===== src/session_table_idle_timeout_macros.svh =====
// assertion macros for the session table with idle timeout
// expects clock and reset in the scope of each use

`ifndef SESSION_TABLE_IDLE_TIMEOUT_MACROS_SVH
`define SESSION_TABLE_IDLE_TIMEOUT_MACROS_SVH

// consequent checked in the same cycle as the antecedent
`define STIT_ASSERT_SAME(label, ante, cons, msg) \
   label: assert property (@(posedge clock) disable iff (reset) (ante) |-> (cons)) \
      else $error(msg);

// consequent checked in the cycle after the antecedent
`define STIT_ASSERT_NEXT(label, ante, cons, msg) \
   label: assert property (@(posedge clock) disable iff (reset) (ante) |=> (cons)) \
      else $error(msg);

`endif


===== src/stit_pkg.sv =====
// shared types, constants and helpers of the session table with idle timeout
// no dependencies

package stit_pkg;

   localparam int ENTRIES    = 64;
   localparam int IDX_W      = $clog2(ENTRIES);
   localparam int CNT_W      = $clog2(ENTRIES + 1);

   localparam int ACTION_W   = 3;
   localparam int KEY_W      = 32;
   localparam int ADDR_W     = 32;
   localparam int PORT_W     = 16;
   localparam int TIME_W     = 32;
   localparam int PKT_W      = 32;
   localparam int TIMEOUT_W  = 16;
   localparam int STATUS_W   = 2;
   localparam int ACTIVE_W   = 7;
   localparam int REMOVED_W  = 7;

   localparam logic [TIMEOUT_W-1:0] TIMEOUT_RESET = TIMEOUT_W'(300);

   localparam int REQ_USER_W  = ACTION_W;
   localparam int REQ_DATA_W  = ((KEY_W + ADDR_W + PORT_W + 7) / 8) * 8;
   localparam int RSP_USER_W  = STATUS_W;
   localparam int RSP_FIELD_W = KEY_W + ADDR_W + PORT_W + PKT_W + 2 * TIME_W
                                + ACTIVE_W + REMOVED_W;
   localparam int RSP_DATA_W  = ((RSP_FIELD_W + 7) / 8) * 8;
   localparam int ACTIVE_LSB  = KEY_W + ADDR_W + PORT_W + PKT_W + 2 * TIME_W;

   typedef enum logic [ACTION_W-1:0] {
      ACT_CREATE = 3'd0,
      ACT_LOOKUP = 3'd1,
      ACT_TOUCH  = 3'd2,
      ACT_CLOSE  = 3'd3,
      ACT_TICK   = 3'd4,
      ACT_SWEEP  = 3'd5
   } stit_action_type;

   typedef enum logic [STATUS_W-1:0] {
      STS_OK        = 2'd0,
      STS_NOT_FOUND = 2'd1,
      STS_FULL      = 2'd2
   } stit_status_type;

   typedef enum logic [2:0] {
      S_IDLE,
      S_DECODE,
      S_ENCODE,
      S_SWEEP_RD,
      S_SWEEP_CHK,
      S_FINISH
   } stit_state_type;

   // one table entry as held in the ram, the key lives in flops
   typedef struct packed {
      logic [ADDR_W-1:0] address;
      logic [PORT_W-1:0] port;
      logic [TIME_W-1:0] created;
      logic [TIME_W-1:0] last;
      logic [PKT_W-1:0]  packets;
   } stit_entry_type;

   localparam int ENTRY_W = $bits(stit_entry_type);

   typedef struct packed {
      logic load;
      logic decode;
      logic encode;
      logic sweep_read;
      logic sweep_check;
      logic commit;
   } stit_cmd_type;

   typedef struct packed {
      logic [ACTION_W-1:0] action;
      logic                scan_last;
      logic                out_free;
   } stit_sts_type;

   // lowest set bit of a vector
   function automatic logic [IDX_W-1:0] first_index(input logic [ENTRIES-1:0] vec);
      logic [IDX_W-1:0] idx;
      idx = '0;
      for (int i = ENTRIES - 1; i >= 0; i--) begin
         if (vec[i]) begin
            idx = IDX_W'(i);
         end
      end
      return idx;
   endfunction

endpackage


===== src/stit_ctrl.sv =====
// operation sequencer of the session table
// depends on stit_pkg

module stit_ctrl import stit_pkg::*; (
   input  logic         clock,
   input  logic         reset,
   input  logic         req_tvalid,
   output logic         req_tready,
   input  stit_sts_type sts,
   output stit_cmd_type cmd
);

   stit_state_type state_ff, state_in;

   always_comb begin
      state_in = state_ff;
      case (state_ff)
         S_IDLE: begin
            if (req_tvalid) begin
               state_in = S_DECODE;
            end
         end
         S_DECODE: begin
            if (sts.action inside {ACT_LOOKUP, ACT_TOUCH, ACT_CLOSE}) begin
               state_in = S_ENCODE;
            end else if (sts.action == ACT_SWEEP) begin
               state_in = S_SWEEP_RD;
            end else begin
               state_in = S_FINISH;
            end
         end
         S_ENCODE:    state_in = S_FINISH;
         S_SWEEP_RD:  state_in = S_SWEEP_CHK;
         S_SWEEP_CHK: begin
            state_in = sts.scan_last ? S_FINISH : S_SWEEP_RD;
         end
         S_FINISH: begin
            if (sts.out_free) begin
               state_in = S_IDLE;
            end
         end
         default:     state_in = S_IDLE;
      endcase
   end

   always_comb begin
      req_tready      = (state_ff == S_IDLE);
      cmd             = '0;
      cmd.load        = (state_ff == S_IDLE) && req_tvalid;
      cmd.decode      = (state_ff == S_DECODE);
      cmd.encode      = (state_ff == S_ENCODE);
      cmd.sweep_read  = (state_ff == S_SWEEP_RD);
      cmd.sweep_check = (state_ff == S_SWEEP_CHK);
      cmd.commit      = (state_ff == S_FINISH) && sts.out_free;
   end

   always_ff @(posedge clock) begin
      if (reset) begin
         state_ff <= S_IDLE;
      end else begin
         state_ff <= state_in;
      end
   end

endmodule


===== config.mk =====
export PLATFORM = sky130hd
export DESIGN_NAME = stit_ctrl
export DESIGN_NICKNAME = d
export VERILOG_FILES = /design/src/session_table_idle_timeout_macros.svh /design/src/stit_pkg.sv /design/src/stit_ctrl.sv
export SDC_FILE = /design/constraint.sdc
export NUM_CORES = 1
export LEC_CHECK = 0
export BUFFER_PORTS_ARGS = -buffer_cell sky130_fd_sc_hd__buf_4
export CAP_MARGIN = 10
export CORE_AREA = 8 8 45 47
export CTS_BUF_LIST = sky130_fd_sc_hd__clkbuf_4 sky130_fd_sc_hd__clkbuf_8 sky130_fd_sc_hd__clkbuf_16
export CTS_CLUSTER_DIAMETER = 100
export DETAILED_ROUTE_END_ITERATION = 12
export DIE_AREA = 0 0 53 55
export SETUP_SLACK_MARGIN = 0.15
export SYNTH_ARGS = -nofsm -noshare
export SYNTH_HDL_FRONTEND = slang
export SYNTH_SLANG_ARGS = --single-unit

===== constraint.sdc =====
create_clock -name clock -period 3.2 [get_ports clock]
set_clock_uncertainty 0.05 [all_clocks]
set_input_delay 0.64 -clock clock [delete_from_list [all_inputs] [get_ports clock]]
set_output_delay 0.64 -clock clock [all_outputs]
set_load 0.005 [all_outputs]

==> summary.md, run 1 <==
### Final layout
• number of flip-flops under the largest register name: 3
• number of standard cells in the layout, taps in and fillers out: 67
• sequential cell area: 60.1 um2
• largest registers ranked by flip-flop count: state_ff x3
• largest register by flop count: state_ff
• nets: 60
• number of fillers in the final layout: 155
• post-synthesis to final-layout area growth: 52.9%
• fraction of layout instances using a drive strength above 1: 0.392
• Antenna diodes: 0
• multi-input logic area: 175 um2

### CTS
• insertion delay of the later-clocked pin in the worst-skew pair: 230 ps
• post-CTS setup-driven buffer insertion count: 0
• total clock buffers created by CTS: 3
• number of buffers inserted for hold repair after clock tree synthesis: 0
• H-tree level count: 1
• Clock Sinks: 3
• clock root cell: clkbuf_4
• clk slew on worst S/H paths: 40 ps
• CTS tree: built
• clock buffer depth: 2
• total of cells resized after clock tree synthesis: 0

### Worst setup path
• critical register-to-register path endpoint: state_ff[2]
• Worst Path Max Fanout: 11
• critical path arrival: 1190 ps
• required time at the worst-slack endpoint: 2510 ps
• kind of end point of the critical path: output pin
• cell depth of the worst flop-to-flop path: 3
• critical path startpoint category: register
• Crit Path Class: reg -> out
• source of the worst register-to-register timing path: state_ff[0]
• r2r setup slk: 1940 ps

### Pwr
• clock network fraction of design power: 0.359
• IR Drop Worst-Case VDD: 167 uV
• switching power share of the total: 0.308
• Comb power frac: 0.343
• net switching power: 0.0000640 W
• power density over the cells: 528 nW/um2
• static leakage: 0.178 nW
• Flop pwr share: 0.298
• Int Power: 0.000144 W

### Timing
• part of the cycle the worst path needs: 0.588
• tightest slew margin relative to the limit: 0.754
• final hold slack: 541 ps
• number of max-slew violations in the final report: 0
• Post-Route Setup TNS: 0 ps
• unrepaired setup endpoints after global routing: no
• transition time at the pin with the least slew margin: 369 ps
• Final Hold Violating Endpoints: 0
• timing-limited maximum frequency: 532 MHz
• clock period minus final worst setup slack: 1880 ps
• number of setup violations in the final report: 0

### Hold path
• hold-critical path endpoint: state_ff[2]
• class of the tightest hold or removal check: in -> reg
• number of cells traversed by the worst hold path: 2
• Worst Min Path Start: reset

### Placed design
• total placed cells including tap cells: 63
• global placement routability congestion: 0.797
• number of I/O port buffers: 14
• hpwl dp: 549 um

### Synthesis
• post-synthesis sequential element count: 3
• post-synthesis sequential area ratio: 0.233
• Post-synth EDFFs: 0
• Syn Std Cell Area: 258 um2
• count of different cell masters after synthesis: 21
• Primary FF master, synth: dfxtp_1
• number of instances in the synthesized netlist: 35
• share of async-settable or async-resettable flops after synthesis: 0
• yosys synthesis warning count: 0
• synthesized net count: 43
• Mapped Avg Cell Area: 7.36 um2

### Global routing
• aggregate global routing overflow: 0
• wire length of the first global-routing pass: 1200 um
• largest net degree at the start of global routing: 12
• initial antenna violation count: 0
• via count of the first global-routing pass: 302
• total routing usage reported by global routing: 0.0602

### Route
• antenna violation net count after detailed routing: 0
• routed vias: 282
• number of iterations in the first detailed-routing pass: 1
• final wirelength: 695 um
• Via-to-Cell Ratio: 4.21
• per-cell routed wire length: 10.4 um
• first-iteration detailed-routing DRC count: 0
• number of remaining DRC errors: 0

### Floorplanning
• starting density of the core: 0.186
• Total Die Area: 2920 um2
• Vert. Die Dim: 55 um
• area of the core: 1380 um2
• FP Rows: 14
• horizontal die dimension: 53 um
• I/O Pins: 15

### Job
• # Max-Cap Violations: 0

### Run status
• status: finished, final reports clean

worst max-delay path, stage by stage (launching register included):
cell and delay [ps]:
dfxtp_1 530, nor3_1 130, and2_1 170, buf_4 130
kinds of logic (layout without fill, tap and decap cells):
logic type | after synthesis | count (layout) | synth area share
flops | 3 | 3 | 0.233
simple gates | 22 | 22 | 0.505
compound gates | 7 | 7 | 0.175
buf+inv | 3 | 19 | 0.0874
power groups by stage:
stage | Sequential [W] | Combinational [W] | Clock, W
2_1_floorplan | 0.0000488 | 0.0000573 | 0
3_3_place_gp | 0.0000625 | 0.0000720 | 0
3_5_place_dp | 0.0000628 | 0.0000729 | 0
4_1_cts | 0.0000624 | 0.0000733 | 0.0000787
5_1_grt | 0.0000651 | 0.0000802 | 0.0000797
6_report | 0.0000619 | 0.0000714 | 0.0000747
area by class of cell:
class	instances	share of cell area
Tap cell	16	0.0508
Multi-Input combinational cell	29	0.444
Clock buffer	4	0.0762
Timing Repair Buffer	14	0.267
Sequential cell	3	0.152
Inverter	1	0.00952
stage by stage:
step	setup slack [ps]	util	power [W]	cell area [um2]
floorplan	1660	-	0.000106	258
global placement	1500	0.263	0.000134	364
detailed placement	1500	0.263	0.000136	364
CTS	1300	0.285	0.000214	394
global route	1220	0.285	0.000225	394
finish	1320	0.285	0.000208	394
layer usage:
layer	GRT usage	routed length [um]
met3	0.0294	76
met5	0	0
met2	0.0840	328
met4	0.0905	14
met1	0.0534	276
cell usage after synthesis, types with 2 or more instances:
| cell type | number | area share |
|---|---|---|
| nor2_1 | 7 | 0.10 |
| nand2b_1 | 4 | 0.097 |
| nor3_1 | 2 | 0.039 |
| dfxtp_1 | 3 | 0.23 |
| a21oi_1 | 3 | 0.058 |
layout by cell type (no fill, tap or decap):
master / count
a21oi_1: 3
o21a_1: 1
buf_4: 14
nor4_1: 1
nand4b_1: 1
nand2b_1: 4
a22o_1: 1
or3b_1: 1
a31oi_1: 1
dfxtp_1: 3
o21bai_1: 1
or2b_1: 1
nor3b_1: 1
nor2_2: 1
and2_1: 1
inv_1: 1
nand2_1: 1
nor2_1: 7
clkbuf_4: 4
nor3_1: 2
nand2b_4: 1
worst max path at each step:
stage                     endpoint        start  cells past startpoint  slack, ps
after floorplan             cmd[5]  state_ff[0]                      3       1660
after global placement      cmd[5]   req_tvalid                      3       1500
after detailed placement    cmd[5]   req_tvalid                      3       1500
after CTS                   cmd[5]  state_ff[0]                      3       1300
after global routing        cmd[5]  state_ff[0]                      3       1220
final                       cmd[5]  state_ff[0]                      3       1320
(Power assumes the default switching activity.)
==> inputs of run 2 (changes only) <==
==> constraint.sdc (replaced) <==
create_clock -name clock -period 1.5 [get_ports clock]
set_clock_uncertainty 0.05 [all_clocks]
set_input_delay 0.3 -clock clock [delete_from_list [all_inputs] [get_ports clock]]
set_output_delay 0.3 -clock clock [all_outputs]
set_load 0.005 [all_outputs]
==> run 2 against run 1 <==
Global-route usage decreased by 0.39 points. Routed wire length increased by 7.2%. Sequential power increased by 120%. Total power increased by 130%. Register-to-register slack got worse by 1700 ps. Non-clock buffer count increased by 3. Largest cell class unchanged. Largest power group is now combinational logic. Highest routed layer unchanged. Worst hold slack got worse by 330 ps.
==> summary.md, run 2 (same netlist as run 1, synthesis figures left out) <==
### Run status
• status: finished, final reports clean

### Global routing
• initial antenna violation count: 0
• largest net degree at the start of global routing: 12
• aggregate global routing overflow: 0
• total routing usage reported by global routing: 0.0563
• via count of the first global-routing pass: 275
• wire length of the first global-routing pass: 1240 um

### Worst setup path
• critical path buffer and inverter count: 1
• largest delay contributor family on the critical path: flip-flops
• Max stage delay on crit path: 370 ps
• Crit Path Class: reg -> out
• cell depth of the worst flop-to-flop path: 4
• number of logic stages on the critical path including buffering: 3
• Worst path slowest cell: dfxtp_4
• required time at the worst-slack endpoint: 1150 ps
• source of the worst register-to-register timing path: state_ff[2]
• critical register-to-register path endpoint: state_ff[2]
• critical path startpoint category: register
• critical path arrival: 1060 ps
• crit path cell chain: or2b_1 > nor2_1 > buf_4
• Worst Path Max Fanout: 6
• kind of end point of the critical path: output pin
• r2r setup slk: 280 ps

### Job
• # Max-Cap Violations: 0

### CTS
• insertion delay of the later-clocked pin in the worst-skew pair: 230 ps
• Clock Sinks: 3
• clk slew on worst S/H paths: 40 ps
• clock root cell: clkbuf_4
• clock buffer depth: 2
• CTS tree: built
• total clock buffers created by CTS: 3
• H-tree level count: 1

### Timing
• Post-Route Setup TNS: 0 ps
• part of the cycle the worst path needs: 0.940
• timing-limited maximum frequency: 709 MHz
• number of max-slew violations in the final report: 0
• final hold slack: 208 ps
• Final Hold Violating Endpoints: 0
• clock period minus final worst setup slack: 1410 ps
• number of setup violations in the final report: 0
• transition time at the pin with the least slew margin: 230 ps
• unrepaired setup endpoints after global routing: yes
• tightest slew margin relative to the limit: 0.846

### Final layout
• leading cell types in the layout, fill and taps excluded: 16 x buf_4, 7 x nor2_1, 4 x nand2b_1, 4 x clkbuf_4
• post-synthesis to final-layout area growth: 69.4%
• number of fillers in the final layout: 155
• number of flip-flops under the largest register name: 3
• sequential cell area: 71.3 um2
• most common cell after layout, fill and taps aside: buf_4
• Antenna diodes: 0
• largest registers ranked by flip-flop count: state_ff x3
• multi-input logic area: 180 um2
• nets: 63
• largest register by flop count: state_ff
• number of standard cells in the layout, taps in and fillers out: 70
• final cell utilization of the core: 0.316
• fraction of layout instances using a drive strength above 1: 0.500

### Hold path
• hold-critical path endpoint: state_ff[2]
• Worst Min Path Start: reset
• class of the tightest hold or removal check: in -> reg
• number of cells traversed by the worst hold path: 2

### Route
• antenna violation net count after detailed routing: 0
• final wirelength: 745 um
• per-cell routed wire length: 10.6 um
• routed vias: 303
• number of iterations in the first detailed-routing pass: 4
• first-iteration detailed-routing DRC count: 4
• Via-to-Cell Ratio: 4.33
• number of remaining DRC errors: 0

### Floorplanning
• FP Rows: 14
• starting density of the core: 0.186
• area of the core: 1380 um2
• Vert. Die Dim: 55 um
• I/O Pins: 15
• horizontal die dimension: 53 um
• Total Die Area: 2920 um2

### Pwr
• static leakage: 0.197 nW
• power density over the cells: 1110 nW/um2
• IR Drop Worst-Case VDD: 369 uV

### Placed design
• total placed cells including tap cells: 63
• hpwl dp: 559 um
• number of I/O port buffers: 14
• global placement routability congestion: 0.809

[run 2: changes by cell type in the layout (fill, tap and decap cells not counted)]
cell | previous run | this run
nor3_2 | 0 | 1
buf_4 | 14 | 16
dfxtp_1 | 3 | 0
nor3_1 | 2 | 1
buf_6 | 0 | 1
dfxtp_4 | 0 | 3
[run 2: worst max path at each step]
stage | to | slack, ps | startpoint
2_1_floorplan | cmd[5] | 300 | state_ff[0]
3_3_place_gp | cmd[5] | 210 | state_ff[0]
3_5_place_dp | cmd[5] | 210 | state_ff[0]
4_1_cts | cmd[2] | 90 | state_ff[1]
5_1_grt | cmd[2] | 20 | state_ff[1]
6_report | cmd[3] | 90 | state_ff[1]
[run 2: final cells by class]
type                            instances  share of cell area
Sequential cell                         3               0.163
Multi-Input combinational cell         29               0.413
Timing Repair Buffer                   17               0.301
Tap cell                               16              0.0458
Clock buffer                            4              0.0688
Inverter                                1             0.00860
[run 2: per-layer routing]
metal,track usage,part of all wire,up-vias
met5,0,0,-
met4,0.0259,0.011,0
met3,0.0321,0.085,2
met2,0.0859,0.43,12
met1,0.0622,0.47,130
li1,-,-,159
[run 2: power by group]
part / internal, W / total [W] / switching [W]
Clock: 0.000118 / 0.000164 / 0.0000458
Sequential: 0.000100 / 0.000136 / 0.0000355
Combinational: 0.000115 / 0.000184 / 0.0000688
[run 2: timing repair]
action                     CTS  global route
setup endpoints to repair    7             7
hold buffers                 0             0
resized for setup            8             0
hold endpoints to repair     0             0
gates cloned                 0             0
pin swaps                    0             1
setup buffers                2             1
[run 2: per-stage QoR]
step | power, W | cell area [um2] | setup slack (ps)
floorplan | 0.000226 | 258 | 302
global placement | 0.000289 | 364 | 208
detailed placement | 0.000288 | 364 | 205
CTS | 0.000482 | 429 | 87.4
global route | 0.000527 | 437 | 24.0
finish | 0.000484 | 437 | 90.0
==> inputs of run 3 (changes only) <==
--- a/config.mk
+++ b/config.mk
@@ -12,6 +12,7 @@
 export CTS_CLUSTER_DIAMETER = 100
 export DETAILED_ROUTE_END_ITERATION = 12
 export DIE_AREA = 0 0 53 55
+export HOLD_SLACK_MARGIN = 0.06
 export SETUP_SLACK_MARGIN = 0.15
 export SYNTH_ARGS = -nofsm -noshare
 export SYNTH_HDL_FRONTEND = slang
==> constraint.sdc (replaced) <==
create_clock -name clock -period 1.5 [get_ports clock]
set_clock_uncertainty 0.05 [all_clocks]
set_input_delay 0.3 -clock clock [delete_from_list [all_inputs] [get_ports clock]]
set_output_delay 0.3 -clock clock [all_outputs]
set_load 0.1 [all_outputs]
==> run 3 against run 2 <==
The flow now finishes with violations (setup timing). Register-to-register slack got worse by 120 ps. Clock-buffer cell count unchanged. Sequential share of layout area decreased by 4.8 points. Final cell count increased by 7.1%. Critical path depth unchanged. Via count increased by 12%. Die area unchanged. Core utilization increased by 13 points. Global-route usage increased by 2.1 points. Sequential power about the same. Non-clock buffer count increased by 5. Largest cell class is now non-clock buffers. Largest power group unchanged. Highest routed layer unchanged.
==> summary.md, run 3 (same netlist as run 1, synthesis figures left out) <==
### Run status
• status: complete, but fails checks
• failing checks: setup timing

### Final layout
• sequential cell area: 71.3 um2
• nets: 68
• largest registers ranked by flip-flop count: state_ff x3
• fraction of layout instances using a drive strength above 1: 0.678
• multi-input logic area: 244 um2
• most common cell after layout, fill and taps aside: buf_4
• largest register by flop count: state_ff
• number of flip-flops under the largest register name: 3
• Antenna diodes: 0
• final cell utilization of the core: 0.448
• leading cell types in the layout, fill and taps excluded: 12 x buf_4, 6 x buf_12, 5 x nor2_4, 4 x clkbuf_4
• post-synthesis to final-layout area growth: 141%
• number of fillers in the final layout: 131

### CTS
• CTS tree: built
• insertion delay of the later-clocked pin in the worst-skew pair: 240 ps
• H-tree level count: 1
• Clock Sinks: 3
• clock buffer depth: 2
• clk slew on worst S/H paths: 40 ps
• total clock buffers created by CTS: 3
• clock root cell: clkbuf_4

### Hold path
• Worst Min Path Start: reset
• class of the tightest hold or removal check: in -> reg

### Placed design
• minimum setup slack after placement: 6.29 ps
• hpwl dp: 621 um
• number of I/O port buffers: 14
• global placement routability congestion: 0.830

### Global routing
• largest net degree at the start of global routing: 11
• aggregate global routing overflow: 0
• wire length of the first global-routing pass: 1640 um
• met1 Track Usage GR: 0.0880
• initial antenna violation count: 0
• global routing usage on met2: 0.121
• via count of the first global-routing pass: 378
• Most Used Layer, Global Route: met2
• total routing usage reported by global routing: 0.0770
• global-route met3 utilization: 0.00802

### Route
• first-iteration detailed-routing DRC count: 6
• per-cell routed wire length: 13.7 um
• number of remaining DRC errors: 0
• number of iterations in the first detailed-routing pass: 4
• Via-to-Cell Ratio: 4.53
• routed vias: 340
• final wirelength: 1030 um
• antenna violation net count after detailed routing: 0

### Pwr
• static leakage: 0.251 nW
• IR Drop Worst-Case VDD: 577 uV
• power density over the cells: 1450 nW/um2
• total power after layout: 0.000900 W

### Worst setup path
• critical path arrival: 1220 ps
• Setup crit start: state_ff[1]
• Worst path slowest cell: dfxtp_4
• kind of end point of the critical path: output pin
• required time at the worst-slack endpoint: 1150 ps
• source of the worst register-to-register timing path: state_ff[1]
• critical path startpoint category: register
• crit path cell chain: or2b_4 > nor2_4 > buf_12
• Crit Path Class: reg -> out
• Max stage delay on crit path: 370 ps
• Worst Path Max Fanout: 3

### Timing
• Post-Route Setup TNS: -179 ps
• number of setup violations in the final report: 5
• clock period minus final worst setup slack: 1570 ps
• unrepaired setup endpoints after global routing: yes
• Setup WS post-layout: -70.0 ps
• part of the cycle the worst path needs: 1.05
• transition time at the pin with the least slew margin: 213 ps
• Final Hold Violating Endpoints: 0
• timing-limited maximum frequency: 637 MHz
• tightest slew margin relative to the limit: 0.857
• final hold slack: 208 ps
• number of max-slew violations in the final report: 0

### Floorplanning
• I/O Pins: 15
• starting density of the core: 0.186
• horizontal die dimension: 53 um
• Total Die Area: 2920 um2
• FP Rows: 14
• Vert. Die Dim: 55 um
• area of the core: 1380 um2

### Job
• # Max-Cap Violations: 0

==> run 3: power breakdown <==
group          total [W]  switching [W]  leakage (nW)  internal, W
clock network   0.000170      0.0000517        0.0184     0.000118
logic           0.000591       0.000353         0.205     0.000237
registers       0.000139      0.0000391        0.0267     0.000100
total           0.000900       0.000444         0.251     0.000456
==> run 3: area by class of cell <==
cell class / instances / share of cell area
Multi-Input combinational cell: 29 / 0.393
Clock buffer: 4 / 0.0484
Timing Repair Buffer: 22 / 0.405
Inverter: 1 / 0.00605
Tap cell: 16 / 0.0323
Sequential cell: 3 / 0.115
==> run 3: final timing paths <==
check | endpoint | slack, ps | cells past startpoint
min reg2reg | state_ff[2] | 590 | 2
max reg2reg | state_ff[2] | 160 | 4
min | state_ff[2] | 210 | 2
max | cmd[3] | -70 | 3
==> run 3: per-layer routing <==
layer	wire length, um	up-vias
li1	-	167
met1	389	153
met2	534	15
met3	51	5
met4	53	0
met5	0	-
==> run 3: repair_timing <==
action / 4_1_cts / 5_1_grt
endpoints found under the setup margin: 8 / 7
hold buffers: 0 / 0
gates cloned: 0 / 0
pin swaps: 3 / 3
gates resized for setup: 28 / 2
setup buffers: 3 / 1
==> run 3: stage by stage <==
step           cells  instance area [um2]
4_1_cts           74                  603
5_1_grt           75                  621
6_report          75                  621
2_1_floorplan     35                  314
3_5_place_dp      67                  447
3_3_place_gp      67                  447
==> run 3: worst max-delay path, delay by kind of cell (launching register included) <==
| kind | cells | cell delay, ps |
|---|---|---|
| buf+inv | 1 | 180 |
| flops | 1 | 370 |
| simple gates | 2 | 430 |
